`src/rtl/idaa_pkg.sv`:
```
// Shared types and constants of the decimal ASCII conversion unit.
package idaa_pkg;

  localparam int unsigned MAX_CHARS = 21;
  localparam int unsigned ROOM_W    = 5;

  localparam logic [7:0] CHAR_ZERO  = 8'h30;
  localparam logic [7:0] CHAR_MINUS = 8'h2D;

  localparam logic STATUS_OK    = 1'b0;
  localparam logic STATUS_SMALL = 1'b1;

  typedef struct packed {
    logic [63:0]        value;
    logic               is_signed;
    logic signed [15:0] buffer_size;
  } req_t;

  typedef struct packed {
    logic [7:0] character;
    logic       char_valid;
    logic       last;
    logic       status;
  } rsp_t;

  // Commands from the sequencer to the BCD shifter; at most one is set.
  typedef struct packed {
    logic load;
    logic dabble;
    logic dshift;
  } bcd_cmd_t;

endpackage

```
`src/rtl/integer_to_decimal_ascii_unit.sv`:
```
// Top level of the decimal ASCII conversion unit: sequencer and output register.
// Steps: bit-serial conversion of all shifter bits, then stripping of leading
// and excess digits, then one character per cycle while rsp_ready stays high.
// One word at a time: a new request is taken only back in idle.
// The one-bit-per-cycle double-dabble shifter sets the conversion time.
// Error and empty results leave in the cycle after acceptance.
// Reset (rst, synchronous) returns the sequencer to idle and empties the output.
module integer_to_decimal_ascii_unit import idaa_pkg::*; #(
  parameter int unsigned VALUE_WIDTH = 64
) (
  input  logic clk,
  input  logic rst,
  input  logic req_valid,
  output logic req_ready,
  input  req_t req,
  output logic rsp_valid,
  input  logic rsp_ready,
  output rsp_t rsp
);

  // Shifter width covers unsigned values and the 32-bit signed magnitude.
  localparam int unsigned SW     = (VALUE_WIDTH > 32) ? VALUE_WIDTH : 32;
  localparam int unsigned NDIG   = (SW * 30103) / 100000 + 1;
  localparam int unsigned CONV_W = $clog2(SW + 1);
  localparam int unsigned ND_W   = $clog2(NDIG + 1);

  typedef enum logic [2:0] {
    IDLE,
    CONV,
    STRIP,
    SIGN,
    EMIT
  } state_t;

  state_t            state;
  logic [CONV_W-1:0] cnt;
  logic [ND_W-1:0]   nd;
  logic [ROOM_W-1:0] room;
  logic              neg;
  logic              cut;

  bcd_cmd_t          cmd;
  logic [SW-1:0]     load_value;
  logic [3:0]        top_digit;

  logic              accept;
  logic              out_free;
  logic              rsp_load;
  logic [31:0]       sw_word;
  logic [31:0]       sw_abs;
  logic [ROOM_W-1:0] nd_ext;
  logic              strip_more;

  idaa_bcd #(
    .SW   (SW),
    .NDIG (NDIG)
  ) u_bcd (
    .clk        (clk),
    .cmd        (cmd),
    .load_value (load_value),
    .top_digit  (top_digit)
  );

  // Output register is free when empty or being taken this cycle.
  assign out_free  = !rsp_valid || rsp_ready;
  assign req_ready = (state == IDLE) && out_free;
  assign accept    = req_valid && req_ready;

  // A new word enters the output register this cycle.
  assign rsp_load = ((state == IDLE) && accept && (req.buffer_size <= 16'sd1)) ||
                    (((state == SIGN) || (state == EMIT)) && out_free);

  // Signed mode: take the magnitude of the low word; the most negative
  // value wraps to 2^31, which the unsigned shifter holds fine.
  assign sw_word = req.value[31:0];
  assign sw_abs  = sw_word[31] ? (~sw_word + 32'd1) : sw_word;

  always_comb begin
    if (req.is_signed) begin
      load_value = SW'(sw_abs);
    end else begin
      load_value = SW'(req.value[VALUE_WIDTH-1:0]);
    end
  end

  assign nd_ext = ROOM_W'(nd);
  // Drop leading zeros (keep one digit) and any digits beyond the room; once a
  // nonzero digit has been cut off, keep the zeros that follow it.
  assign strip_more = ((nd > ND_W'(1)) && (top_digit == 4'd0) && !cut) ||
                      (nd_ext > room);

  always_comb begin
    cmd = '0;
    unique case (state)
      IDLE:  cmd.load   = accept && (req.buffer_size > 16'sd1);
      CONV:  cmd.dabble = 1'b1;
      STRIP: cmd.dshift = strip_more;
      SIGN:  cmd        = '0;
      EMIT:  cmd.dshift = out_free;
      default: cmd      = '0;
    endcase
  end

  always_ff @(posedge clk) begin
    if (rst) begin
      state     <= IDLE;
      rsp_valid <= 1'b0;
    end else begin
      if (rsp_ready && !rsp_load) begin
        rsp_valid <= 1'b0;
      end
      unique case (state)
        IDLE: begin
          if (accept) begin
            if (req.buffer_size <= 16'sd0) begin
              rsp_valid <= 1'b1;
              rsp       <= '{character: 8'd0, char_valid: 1'b0, last: 1'b1,
                             status: STATUS_SMALL};
            end else if (req.buffer_size == 16'sd1) begin
              rsp_valid <= 1'b1;
              rsp       <= '{character: 8'd0, char_valid: 1'b0, last: 1'b1,
                             status: STATUS_OK};
            end else begin
              neg   <= req.is_signed && sw_word[31];
              cut   <= 1'b0;
              cnt   <= CONV_W'(SW);
              state <= CONV;
              if (req.buffer_size > $signed(16'(MAX_CHARS + 1))) begin
                room <= ROOM_W'(MAX_CHARS);
              end else begin
                room <= ROOM_W'(req.buffer_size - 16'sd1);
              end
            end
          end
        end
        CONV: begin
          cnt <= cnt - CONV_W'(1);
          if (cnt == CONV_W'(1)) begin
            nd    <= ND_W'(NDIG);
            state <= STRIP;
          end
        end
        STRIP: begin
          if (strip_more) begin
            nd <= nd - ND_W'(1);
            if (top_digit != 4'd0) begin
              cut <= 1'b1;
            end
          end else if (neg && (nd_ext < room)) begin
            state <= SIGN;
          end else begin
            state <= EMIT;
          end
        end
        SIGN: begin
          if (out_free) begin
            rsp_valid <= 1'b1;
            rsp       <= '{character: CHAR_MINUS, char_valid: 1'b1, last: 1'b0,
                           status: STATUS_OK};
            state     <= EMIT;
          end
        end
        EMIT: begin
          if (out_free) begin
            rsp_valid <= 1'b1;
            rsp       <= '{character: CHAR_ZERO + {4'd0, top_digit}, char_valid: 1'b1,
                           last: (nd == ND_W'(1)), status: STATUS_OK};
            nd        <= nd - ND_W'(1);
            if (nd == ND_W'(1)) begin
              state <= IDLE;
            end
          end
        end
        default: state <= IDLE;
      endcase
    end
  end

  // A size error is always a lone, empty, final word.
  a_err_alone: assert property (@(posedge clk) disable iff (rst)
    rsp_valid && rsp.status |-> rsp.last && !rsp.char_valid)
    else $error("size error word not a lone empty last word");

  // An empty word only ever ends a conversion.
  a_empty_last: assert property (@(posedge clk) disable iff (rst)
    rsp_valid && !rsp.char_valid |-> rsp.last)
    else $error("empty word without last");

  // A conversion that starts keeps the input closed on the next cycle.
  a_busy_after_load: assert property (@(posedge clk) disable iff (rst)
    cmd.load |=> !req_ready)
    else $error("input open while converting");

  // Digit count never runs out while characters remain.
  a_nd_live: assert property (@(posedge clk) disable iff (rst)
    (state == EMIT) || (state == SIGN) |-> nd != '0)
    else $error("digit count empty during emission");

endmodule

```
`src/rtl/idaa_bcd.sv`:
```
// Bit-serial double-dabble shifter with a digit-wide left shift for readout.
module idaa_bcd import idaa_pkg::*; #(
  parameter int unsigned SW   = 64,
  parameter int unsigned NDIG = 20
) (
  input  logic            clk,
  input  bcd_cmd_t        cmd,
  input  logic [SW-1:0]   load_value,
  output logic [3:0]      top_digit
);

  logic [SW-1:0]       bin;
  logic [NDIG*4-1:0]   bcd;
  logic [NDIG*4-1:0]   bcd_adj;

  // Add three to every digit of five or more before the shift.
  always_comb begin
    for (int i = 0; i < NDIG; i++) begin
      if (bcd[i*4 +: 4] >= 4'd5) begin
        bcd_adj[i*4 +: 4] = bcd[i*4 +: 4] + 4'd3;
      end else begin
        bcd_adj[i*4 +: 4] = bcd[i*4 +: 4];
      end
    end
  end

  always_ff @(posedge clk) begin
    if (cmd.load) begin
      bin <= load_value;
      bcd <= '0;
    end else if (cmd.dabble) begin
      bin <= {bin[SW-2:0], 1'b0};
      bcd <= {bcd_adj[NDIG*4-2:0], bin[SW-1]};
    end else if (cmd.dshift) begin
      bcd <= {bcd[NDIG*4-5:0], 4'd0};
    end
  end

  assign top_digit = bcd[NDIG*4-1 -: 4];

endmodule
```
`config.mk`:
```
export PLATFORM = sky130hd
export DESIGN_NAME = integer_to_decimal_ascii_unit
export DESIGN_NICKNAME = d
export VERILOG_FILES = /design/src/rtl/idaa_pkg.sv /design/src/rtl/integer_to_decimal_ascii_unit.sv /design/src/rtl/idaa_bcd.sv
export SDC_FILE = /design/constraint.sdc
export NUM_CORES = 1
export LEC_CHECK = 0
export BUFFER_PORTS_ARGS = -buffer_cell sky130_fd_sc_hd__buf_2
export CAP_MARGIN = 20
export CELL_PAD_IN_SITES_DETAIL_PLACEMENT = 1
export CELL_PAD_IN_SITES_GLOBAL_PLACEMENT = 1
export CORE_MARGIN = 5
export CORE_UTILIZATION = 42
export DETAILED_ROUTE_END_ITERATION = 8
export GPL_TIMING_DRIVEN = 0
export PLACE_DENSITY = 0.78
export SLEW_MARGIN = 20
export SYNTH_ARGS = -nofsm -noshare
export SYNTH_HDL_FRONTEND = slang
export SYNTH_SLANG_ARGS = --single-unit
```
`constraint.sdc`:
```
create_clock -name clk -period 4.1 [get_ports clk]
set_clock_uncertainty 0.05 [all_clocks]
set_input_delay 0.82 -clock clk [delete_from_list [all_inputs] [get_ports clk]]
set_output_delay 0.82 -clock clk [all_outputs]
set_load 0.02 [all_outputs]
```
After elaboration in Yosys (flattened, before gate mapping). Cells that the tools add are included.

Bits in latches: 0. Logic and storage cells: 186. Bits of input ports: 85. Register bits: 178. Memory bits (read-only): 0. Memories kept: 0. Bits in writable memories: 0.

$lt $le $gt $ge: 27. Reductions and logical operators: 34. Multiplexer cells: 65. Equality and inequality tests: 18. Shift operators: 0. Add/sub/neg operators: 25. Bitwise operators: 4. $mul: 0. Divide/modulo/power cells: 0.

Operators with widths (number): $mux W64 (3); $mux W80 (2); $ge A4 B3 Y1 const B (20); $add A4 B2 Y4 const B (19); $mux W4 (19); $mux W11 (5); $pmux W11 S3 (1); $add A32 B1 Y32 const B (1); $mux W32 (1); $not A32 Y32 (1); $mux W3 (10); $mux W7 (3); $ne A2 B2 Y1 const B (9); $eq A16 B2 Y1 const B (1); $gt A16 B2 Y1 const B (1); $gt A16 B6 Y1 const B (1); $le A16 B1 Y1 const B (1); $le A16 B2 Y1 const B (1); $mux W5 (3); $pmux W3 S5 (1); $pmux W5 S3 (1); $reduce_and A5 Y1 (3); $pmux W7 S2 (1); $mux W1 (12); other kinds (29) (53).

Depth between registers and ports, before layout. Gate-level depths: netlist (run 1).

Word-level depth: 14. Gate-level depth with buffers: 11. Gate-level depth less buffers: 8.

Modules after synthesis. From an unflattened synthesis (run 1), not the netlist that was laid out.

Cells, all modules: 1113. Area, all modules: 10840.4 sq um.

By module, submodules not included: idaa_bcd (sequential area each 3523.4 sq um, cells an instance 774, area an instance 8003.9 sq um, times used 1); integer_to_decimal_ascii_unit (sequential area each 890.9 sq um, cells an instance 339, area an instance 2836.5 sq um, times used 1).

Least setup slack after synthesis (run 1). Ideal clock, no wire load.

Path kind: input to register. From: input req[0] in the netlist's numbering. To: register u_bcd.bin[0], enable pin. Path buffers: 3. Stages: 10. Path slack: 0.060 ns. Setup time: 0.688 ns. Arrival: 3.303 ns. Required time: 3.362 ns. Cell sequence: inv_1 ha_1 nor2_1 nor4_1 a21oi_1 nand4_1 buf_2 buf_2 clkbuf_1 nand2_1.

Cells in the longest elaborated chain, start to end: 4.

Ends and longest elaborated chain: start, declared (line integer_to_decimal_ascii_unit.sv:15) `input req_t req,`; $gt A16 B2 Y1 (line integer_to_decimal_ascii_unit.sv:95) `IDLE: cmd.load = accept && (req.buffer_size > 16'sd1);`; $logic_and A1 B1 Y1 (line integer_to_decimal_ascii_unit.sv:95); $mux W1 (line integer_to_decimal_ascii_unit.sv:94) `unique case (state)`; $reduce_bool A2 Y1 (no line); end signal, assigned (line idaa_bcd.sv:29) `bin <= load_value;`; end signal, assigned (line idaa_bcd.sv:32) `bin <= {bin[SW-2:0], 1'b0};`; end, declared (line idaa_bcd.sv:12) `logic [SW-1:0] bin;`.

No other way between the ends. A chain may end at the register's enable or synchronous reset.

Worst setup path in the final report (run 1).
From: input req[0] in the netlist's numbering. To: register u_bcd.bin[52], enable pin.

The elaborated chain is that of the path after synthesis.

==> flow_summary.toml, run 1 <==
[routing]
wl_per_cell_um = 16.8
drcViolationCount = 0
viasPerCell = 5.37
totalWireLength_mm = 28.9
drt_iter0_drc = 460
first_pass_iters = 5
ant_nets = 0
vias = 9223

[place]
gp_congestion = 0.816
io_buffers = 95
hpwl_mm = 20.8

[floorplan]
io_pins = 98
start_util = 0.428
die_w_um = 170
die_area_um2 = 29000
num_rows = 58
die_h_um = 170
fp.coreArea_um2 = 25300

[critical_path]
crit_required_ns = 4.22
crit_path_cell_trace = "buf_2 -> inv_1 -> ha_1 -> nor2_1 -> nor4_1 -> a21oi_1 -> nand4_1 -> buf_2 -> buf_2 -> clkbuf_1 -> nand2_4 -> buf_16"
critical_path_arrival_ns = 3.58
criticalPathCategory = "input port to register"
cp_slowest_stage_delay_ns = 0.46
cpMaxStageDelayCell = "clkbuf_1"
cp_max_fo = 51
start_kind = "input port"
cpMostUsedCell = "buf_2"
crit_family = "buffers and inverters"
worstPathBufferInverterCount = 6
crit_path_end_kind = "register"

[synthesis]
synth_top_area_share = 0.253
netlist_instances = 1259
synth_cell_types = 58
synth_edf_count = 91
async_flop_share = 0
synth_seq_cells = 175
yosysSeqAreaShare = 0.408
synth_area_um2 = 10800
synth_area_per_cell_um2 = 8.58
yosysTopAreaCell = "edfxtp_1"
netlist_top_cells_area = "edfxtp_1 25%, dfxtp_1 16%, mux2i_1 9.4%, nand2_1 8.2%, ha_1 6.3%"
synth_warnings = 0
synth_top_flop_cell = "edfxtp_1"

[timing]
hold-worst-slack_ns = 0.433
min_period_over_period = 0.845
relSlewSlack = 0.310
worst_pin_slew_ns = 1.03
finalCriticalPeriod_ns = 3.46
rsz0062_at_grt = "no"
slew_violations = 0
max_freq_mhz = 289
setup_viol = 0
timing_hold_violations_final = 0

[worst_hold_path]
hold_path_class = "register to register"

[power_and_ir_drop]
clock_power_share = 0.275
p_sw_mw = 2.41
intPower_mw = 4.33
p_sw_frac = 0.358
pwr-share-seq = 0.402
leakage_nw = 4.83
pwr-share-comb = 0.323
peakVddDrop_uv = 309
p_per_area_nw_per_um2 = 544

[clocking]
clk_root_buffer_cell = "clkbuf_16"
ctsHtreeMaxLevel = 4
clk_path_buf_depth = 2
clkLatencyLatePin_ns = 0.44
cts.sinks = 175
post_cts_resized = 0
post_cts_buffers = 0
clk_pin_slew_ns = 0.07
cts_tree = "done"
cts_made_buffers = 17
ctsHoldBuffers = 0

[grt]
grt_pass1_vias = 9757
grt_overflow = 0
grt_max_degree = 52
antenna_found_initial = 0
track_usage = 0.205
grt_pass1_wl_mm = 48.6

[layout]
layout_commonest_cell = "nand2_1"
synthToLayoutAreaGrowth_pct = 14.8
fin_util = 0.491
fin_nets = 1515
fillers = 3056
multi_input_area_um2 = 5940
seqCellArea_um2 = 4410
final_cell_mix = "234 x nand2_1, 117 x o21ai_0, 106 x a21oi_1, 106 x buf_2, 101 x mux2i_1"
drive_gt1_frac = 0.112
antenna_cells = 0

[run_status]
status = "finished clean"

[run]
maxCapViolations = 0
[power groups by stage]
stage               combinational, mW  sequential [mW]  clock, mW
finish                           2.18             2.71       1.85
global route                     2.44             2.76       1.96
CTS                              2.20             2.71       1.89
detailed placement               2.18             2.75          0
global placement                 2.07             2.75          0
floorplan                        1.51             2.70          0
[cell type report]
cell class                 instances  area share
sequential                       175       0.356
multi-input combinational        965       0.479
buffer                            61      0.0204
clock buffer                      17      0.0343
inverter                          59      0.0179
clock inverter                    14      0.0183
timing repair buffer              97      0.0410
tap                              330      0.0333
[worst reg2reg max path, cell delays in order (launching register included)]
cell	delay [ns]
dfxtp_1	0.41
clkbuf_1	0.35
nand2b_1	0.18
clkbuf_1	0.34
clkbuf_1	0.56
buf_1	0.54
nand2_4	0.26
buf_16	0.28
[registers in the layout, summed over array words and instances (netlist names)]
register and flops:
rsp 8, cnt 7, state 3, rsp_valid 1, neg 1, cut 1
u_bcd.bin 64, nd 5, room 5, u_bcd.bcd 80
[cells in the mapped netlist, types with 2 or more instances]
library cell	instances
and3_1	4
ha_1	54
nor3b_1	4
nor4_1	9
a21o_1	2
or4_1	3
inv_1	59
nand3_1	5
o21a_1	3
edfxtp_1	91
o211ai_1	2
or3_4	2
nand2_1	235
buf_2	10
a32o_1	3
a211oi_1	3
a2bb2oi_1	11
xnor2_1	44
mux2i_1	101
o21ai_1	8
o31ai_1	3
a31oi_1	3
xor2_1	15
nor3_1	25
and3b_1	2
o221ai_1	6
a22oi_1	2
buf_4	3
or3_1	4
buf_1	3
dfxtp_1	84
a21oi_1	106
o21ai_0	117
or2_2	3
clkbuf_1	45
nor2_1	94
nor2b_1	5
nand2b_1	65
nand4_1	2
[cells by family (layout without fill, tap and decap cells)]
family	after synthesis	after routing	share of synthesized area
other	1	2	0.000347
adders and majority gates	54	54	0.0625
and+or+nand+nor	467	467	0.195
AOI/OAI and AO/OA	282	282	0.148
DFF	175	175	0.408
xor gates and xnor gates	59	59	0.0478
muxes	101	101	0.0936
buffers and inverters	120	248	0.0439
[final timing paths]
kind              slack (ns)  cells after the start          start            end
setup / recovery        0.64                     12         req[0]  u_bcd.bin[52]
hold / removal          0.43                      1  u_bcd.bin[63]   u_bcd.bcd[0]
setup reg to reg        0.85                      7       state[1]  u_bcd.bin[52]
hold reg to reg         0.43                      1  u_bcd.bin[63]   u_bcd.bcd[0]
[layer usage]
| metal | wire, µm | track usage | vias up |
|---|---|---|---|
| met5 | 0 | 0 | - |
| met2 | 14400 | 0.365 | 118 |
| li1 | - | - | 4584 |
| met3 | 751 | 0.0372 | 21 |
| met1 | 13500 | 0.261 | 4500 |
| met4 | 245 | 0.0396 | 0 |
[through the flow]
step	cells	worst slack, ns	instance area [µm²]	TNS [ns]	total power, mW
3_5_place_dp	1687	0.135	11800	0	4.93
4_1_cts	1718	0.592	12400	0	6.80
2_1_floorplan	1260	0.0596	10800	0	4.21
3_3_place_gp	1685	-1.45	11700	-96.39	4.82
5_1_grt	1718	0.377	12400	0	7.15
6_report	1718	0.636	12400	0	6.74
Note: power is estimated with default switching activity, not from simulation.
==> run 2, diff against run 1 <==
==> constraint.sdc (replaced) <==
create_clock -name clk -period 2.8 [get_ports clk]
set_clock_uncertainty 0.05 [all_clocks]
set_input_delay 0.56 -clock clk [delete_from_list [all_inputs] [get_ports clk]]
set_output_delay 0.56 -clock clk [all_outputs]
set_load 0.02 [all_outputs]
==> run 2 against run 1 <==
Against the previous run: critical path depth down 4; routed wire length up 0.31%; via count grew 0.88%; largest power group unchanged; register-to-register slack got worse by 0.71 ns; final cell count fell by 0.12%.
==> flow_summary.toml, run 2 (synthesis results as in run 1) <==
[worst_hold_path]
min_to = "room[0]"
hold_path_class = "input port to register"
min_path_cells = 2
min_from = "req[0]"

[timing]
timing_hold_violations_final = 0
setup_ws_ns = 0.143
setup_viol = 0
finalCriticalPeriod_ns = 2.66
worst_pin_slew_ns = 0.842
relSlewSlack = 0.434
slew_violations = 0
fin_setup_tns_ns = 0
max_freq_mhz = 376
min_period_over_period = 0.949

[routing]
totalWireLength_mm = 29.0
first_pass_iters = 5
drcViolationCount = 0
drt_iter0_drc = 415
ant_nets = 0
viasPerCell = 5.42
wl_per_cell_um = 16.9
vias = 9304

[place]
dp.cells = 1685
post-place-ws_ns = -1.11
hpwl_mm = 21.1
gp_congestion = 0.822
io_buffers = 95

[layout]
synthToLayoutAreaGrowth_pct = 14.8
fin_nets = 1512
reg_top3 = "u_bcd.bcd (80), u_bcd.bin (64), rsp (8)"
layout_commonest_cell = "nand2_1"
fillers = 3062
largest_reg_flops = 80
antenna_cells = 0
drive_gt1_frac = 0.120
finalNonFillerCells = 1716
final_cell_mix = "234 x nand2_1, 116 x o21ai_0, 105 x a21oi_1"
top_register = "u_bcd.bcd"

[clocking]
clkLatencyLatePin_ns = 0.44
clk_pin_slew_ns = 0.07
cts.sinks = 175
clk_root_buffer_cell = "clkbuf_16"
ctsHoldBuffers = 0
clk_path_buf_depth = 2
cts_made_buffers = 17
cts_tree = "done"
ctsHtreeMaxLevel = 4

[floorplan]
num_rows = 58
die_w_um = 170
start_util = 0.428
die_area_um2 = 29000
io_pins = 98
die_h_um = 170
fp.coreArea_um2 = 25300

[critical_path]
critical_path_arrival_ns = 2.97
crit_required_ns = 3.11
timing.rr.start = "nd[3]"
cpMaxStageDelayCell = "edfxtp_1"
timing.rr.end = "u_bcd.bcd[70]"
worstRegToRegCells = 8
criticalPathCategory = "register to register"
start_kind = "register"
crit_path_end_kind = "register"
cp_max_fo = 10
cp_slowest_stage_delay_ns = 0.47
rrSetupSlack_ns = 0.14
crit_path_cell_trace = "ha_1 -> a21o_1 -> a21oi_1 -> a32oi_1 -> o21ai_1 -> o21a_2 -> clkbuf_4 -> mux2i_1"

[power_and_ir_drop]
finalPower_mw = 9.73
p_per_area_nw_per_um2 = 784
peakVddDrop_uv = 512
leakage_nw = 4.83

[run]
maxCapViolations = 0

[grt]
grt_max_degree = 33
grt_pass1_wl_mm = 48.5
grt_pass1_vias = 9815
track_usage = 0.205
grt_overflow = 0
antenna_found_initial = 0

[run_status]
status = "finished clean"
[run 2: cell types whose count changed in the layout (fill, tap and decap cells not counted), moves of 3 or more]
cell and delta:
buf_2 -10, buf_4 +3, clkbuf_1 -9, clkbuf_2 +8, clkbuf_4 +7
[run 2: final cells by class]
| type | instances | area, µm² | area share |
|---|---|---|---|
| clock buffer | 18 | 429 | 0.0346 |
| buffer | 59 | 282 | 0.0227 |
| clock inverter | 14 | 176 | 0.0142 |
| timing repair buffer | 95 | 475 | 0.0383 |
| multi-input combinational | 966 | 5990 | 0.483 |
| inverter | 59 | 221 | 0.0179 |
| tap | 330 | 413 | 0.0333 |
| sequential | 175 | 4410 | 0.356 |
[run 2: layer usage]
metal / part of all wire / GRT usage / wire [µm] / vias to the layer above
met2: 0.50 / 0.358 / 14400 / 154
li1: - / - / - / 4580
met5: 0 / 0 / 0 / -
met3: 0.033 / 0.0300 / 969 / 39
met1: 0.45 / 0.262 / 13200 / 4531
met4: 0.015 / 0.0622 / 428 / 0
[run 2: worst max-delay path by stage]
stage / from / endpoint / depth (start not counted)
2_1_floorplan: req[0] / u_bcd.bin[0] / 10
3_3_place_gp: req[15] / u_bcd.bin[18] / 9
3_5_place_dp: req[0] / u_bcd.bin[20] / 11
4_1_cts: req[0] / neg / 11
5_1_grt: nd[3] / u_bcd.bcd[45] / 8
6_report: nd[3] / u_bcd.bcd[70] / 8
[run 2: timing repair]
| action | in CTS | in global routing |
|---|---|---|
| pin swaps | 1 | 0 |
| setup endpoints to repair | 164 | 129 |
| cloned | 1 | 0 |
| gates resized for setup | 13 | 19 |
| buffers inserted | 0 | 0 |
[run 2: where the power goes]
group          switching [mW]  total (mW)  internal [mW]
clock                    1.11        2.53           1.42
sequential              0.359        3.98           3.62
combinational            2.08        3.22           1.15
total                    3.54        9.73           6.18
[run 2: critical path: cells and delay by family, from the launching register on]
kind / cells / cell delay [ns]
AO/OA/AOI/OAI: 5 / 1.12
flip-flops: 1 / 0.47
adder cells (fa/ha/maj): 1 / 0.34
buffers and inverters: 1 / 0.32
multiplexers: 1 / 0.26
[run 2: stage by stage]
| stage | instance area, µm² | hold WS [ns] | util |
|---|---|---|---|
| after global placement | 11700 | 0.393 | 0.464 |
| after CTS | 12400 | 0.335 | 0.490 |
| after global routing | 12400 | 0.347 | 0.491 |
| after detailed placement | 11700 | 0.437 | 0.465 |
| after floorplan | 10800 | 0.385 | - |
| final | 12400 | 0.348 | 0.491 |
==> run 3, diff against run 2 <==
==> constraint.sdc (replaced) <==
create_clock -name clk -period 2.4 [get_ports clk]
set_clock_uncertainty 0.05 [all_clocks]
set_input_delay 0.48 -clock clk [delete_from_list [all_inputs] [get_ports clk]]
set_output_delay 0.48 -clock clk [all_outputs]
set_load 0.02 [all_outputs]
==> run 3 against run 2 <==
Against the previous run: via count rose by 1.0%; hold slack got worse by 0.074 ns; combinational power rose by 30%; clock-buffer cell count fell by 1; first-iteration DRC count rose by 27%; sequential power rose by 16%; final area rose by 2.4%; critical path depth rose by 1; flip-flop and latch count did not move; global-route usage fell by 0.40 points; total power rose by 19%; non-clock buffer count rose by 17; highest routed layer unchanged.
==> flow_summary.toml, run 3 (synthesis results as in run 1) <==
[layout]
multi_input_area_um2 = 6070
layout_commonest_cell = "nand2_1"
drive_gt1_frac = 0.151
largest_reg_flops = 80
final_area_um2 = 12700
reg_top3 = "u_bcd.bcd (80), u_bcd.bin (64), rsp (8)"
fin_nets = 1529
synthToLayoutAreaGrowth_pct = 17.5
top_register = "u_bcd.bcd"
seqCellArea_um2 = 4410
finalNonFillerCells = 1733
fillers = 3042
antenna_cells = 0
final_cell_mix = "234 x nand2_1, 115 x o21ai_0, 103 x a21oi_1"

[place]
gp_congestion = 0.787
dp.cells = 1685
hpwl_mm = 21.0
io_buffers = 95
dpl-instance-area_um2 = 11800

[floorplan]
io_pins = 98
start_util = 0.428
die_w_um = 170
num_rows = 58
fp.coreArea_um2 = 25300
die_area_um2 = 29000
die_h_um = 170

[clocking]
cts.sinks = 175
clkLatencyLatePin_ns = 0.44
ctsHoldBuffers = 0
clk_pin_slew_ns = 0.08
ctsHtreeMaxLevel = 4
cts_tree = "done"
clk_root_buffer_cell = "clkbuf_16"
clk_path_buf_depth = 2
cts_made_buffers = 17

[critical_path]
timing.rr.start = "nd[3]"
crit_required_ns = 2.68
timing.rr.end = "u_bcd.bcd[1]"
worstRegToRegCells = 9
critical_path_arrival_ns = 2.63
cpMaxStageDelayCell = "edfxtp_1"
criticalPathCategory = "register to register"
rrSetupSlack_ns = 0.05
cp_max_fo = 10
cp_slowest_stage_delay_ns = 0.51
start_kind = "register"
crit_path_end_kind = "register"
crit_path_cell_trace = "ha_4 -> and3_1 -> o21ai_1 -> a32oi_2 -> o21ai_2 -> o21a_4 -> buf_12 -> buf_6 -> a32o_1"

[routing]
viasPerCell = 5.42
ant_nets = 0
vias = 9398
first_pass_iters = 5
drcViolationCount = 0
drt_iter0_drc = 525
totalWireLength_mm = 29.5
wl_per_cell_um = 17.0

[grt]
antenna_found_initial = 0
grt_pass1_wl_mm = 47.6
grt_max_degree = 33
grt_pass1_vias = 9699
grt_overflow = 0
track_usage = 0.201

[run]
maxCapViolations = 0

[worst_hold_path]
min_from = "req[0]"
hold_path_class = "input port to register"
min_path_cells = 2
min_to = "room[0]"

[timing]
setup_viol = 0
max_freq_mhz = 425
relSlewSlack = 0.441
timing_hold_violations_final = 0
slew_violations = 0
finalCriticalPeriod_ns = 2.35
min_period_over_period = 0.981
rsz0062_at_grt = "yes"
worst_pin_slew_ns = 0.832

[power_and_ir_drop]
p_per_area_nw_per_um2 = 910
finalPower_mw = 11.6
leakage_nw = 5.00
peakVddDrop_uv = 508

[run_status]
status = "finished clean"
-- run 3: changes by cell type in the layout (fill, tap and decap cells not counted), sizes merged --
cell,change
buf,+26
clkbuf,-10
inv,+4
bufinv,-3
clkinv,+3
clkinvlp,-3
-- run 3: how the worst max path moves through the flow --
stage                  start             to  slack [ns]  cells past startpoint
floorplan            req[38]  u_bcd.bin[27]       -0.12                      6
global placement    state[1]  u_bcd.bin[17]       -0.90                      6
CTS                    nd[3]          nd[0]       -0.04                      6
global route           nd[3]   u_bcd.bcd[1]       -0.07                      9
finish                 nd[3]   u_bcd.bcd[1]        0.05                      9
detailed placement  state[1]  u_bcd.bin[43]       -0.90                      6
-- run 3: critical path, delay by kind of cell, from the launching register on --
kind,cells,cell delay (ns)
AO/OA/AOI/OAI,5,0.87
flip-flops,1,0.51
adder cells (fa/ha/maj),1,0.32
buffers and inverters,2,0.30
AND/OR/NAND/NOR,1,0.19
-- run 3: repair_timing --
| item | in CTS | in global routing |
|---|---|---|
| setup endpoints to repair | 223 | 219 |
| cloned | 1 | 1 |
| endpoints found under the hold margin | 0 | 0 |
| resized for setup | 44 | 37 |
| buffers inserted | 0 | 17 |
| pin swaps | 1 | 7 |
-- run 3: cell type report --
type	count	share of cell area
timing repair buffer	113	0.0504
multi-input combinational	966	0.478
buffer	58	0.0293
clock buffer	17	0.0335
inverter	59	0.0174
clock inverter	15	0.0111
tap	330	0.0325
sequential	175	0.348
-- run 3: power by group --
| part | leakage [nW] | switching (mW) | internal (mW) | total (mW) |
|---|---|---|---|---|
| registers | 1.53 | 0.413 | 4.22 | 4.63 |
| logic | 3.19 | 2.54 | 1.65 | 4.18 |
| clock network | 0.279 | 1.37 | 1.38 | 2.75 |
-- run 3: per-stage QoR --
stage	setup WS [ns]	TNS (ns)	hold slack (ns)	util
finish	0.0453	0	0.274	0.503
global route	-0.0676	-0.558	0.270	0.503
detailed placement	-0.903	-151.56	0.425	0.465
global placement	-0.897	-146.41	0.417	0.465
floorplan	-0.118	-3.68	0.385	-
CTS	-0.0386	-0.319	0.263	0.493
-- run 3: per-layer routing --
| layer | track usage | wire length [µm] | vias to the layer above |
|---|---|---|---|
| li1 | - | - | 4632 |
| met1 | 0.257 | 13600 | 4582 |
| met2 | 0.352 | 14600 | 158 |
| met3 | 0.0297 | 965 | 26 |
| met4 | 0.0573 | 361 | 0 |
| met5 | 0 | 0 | - |
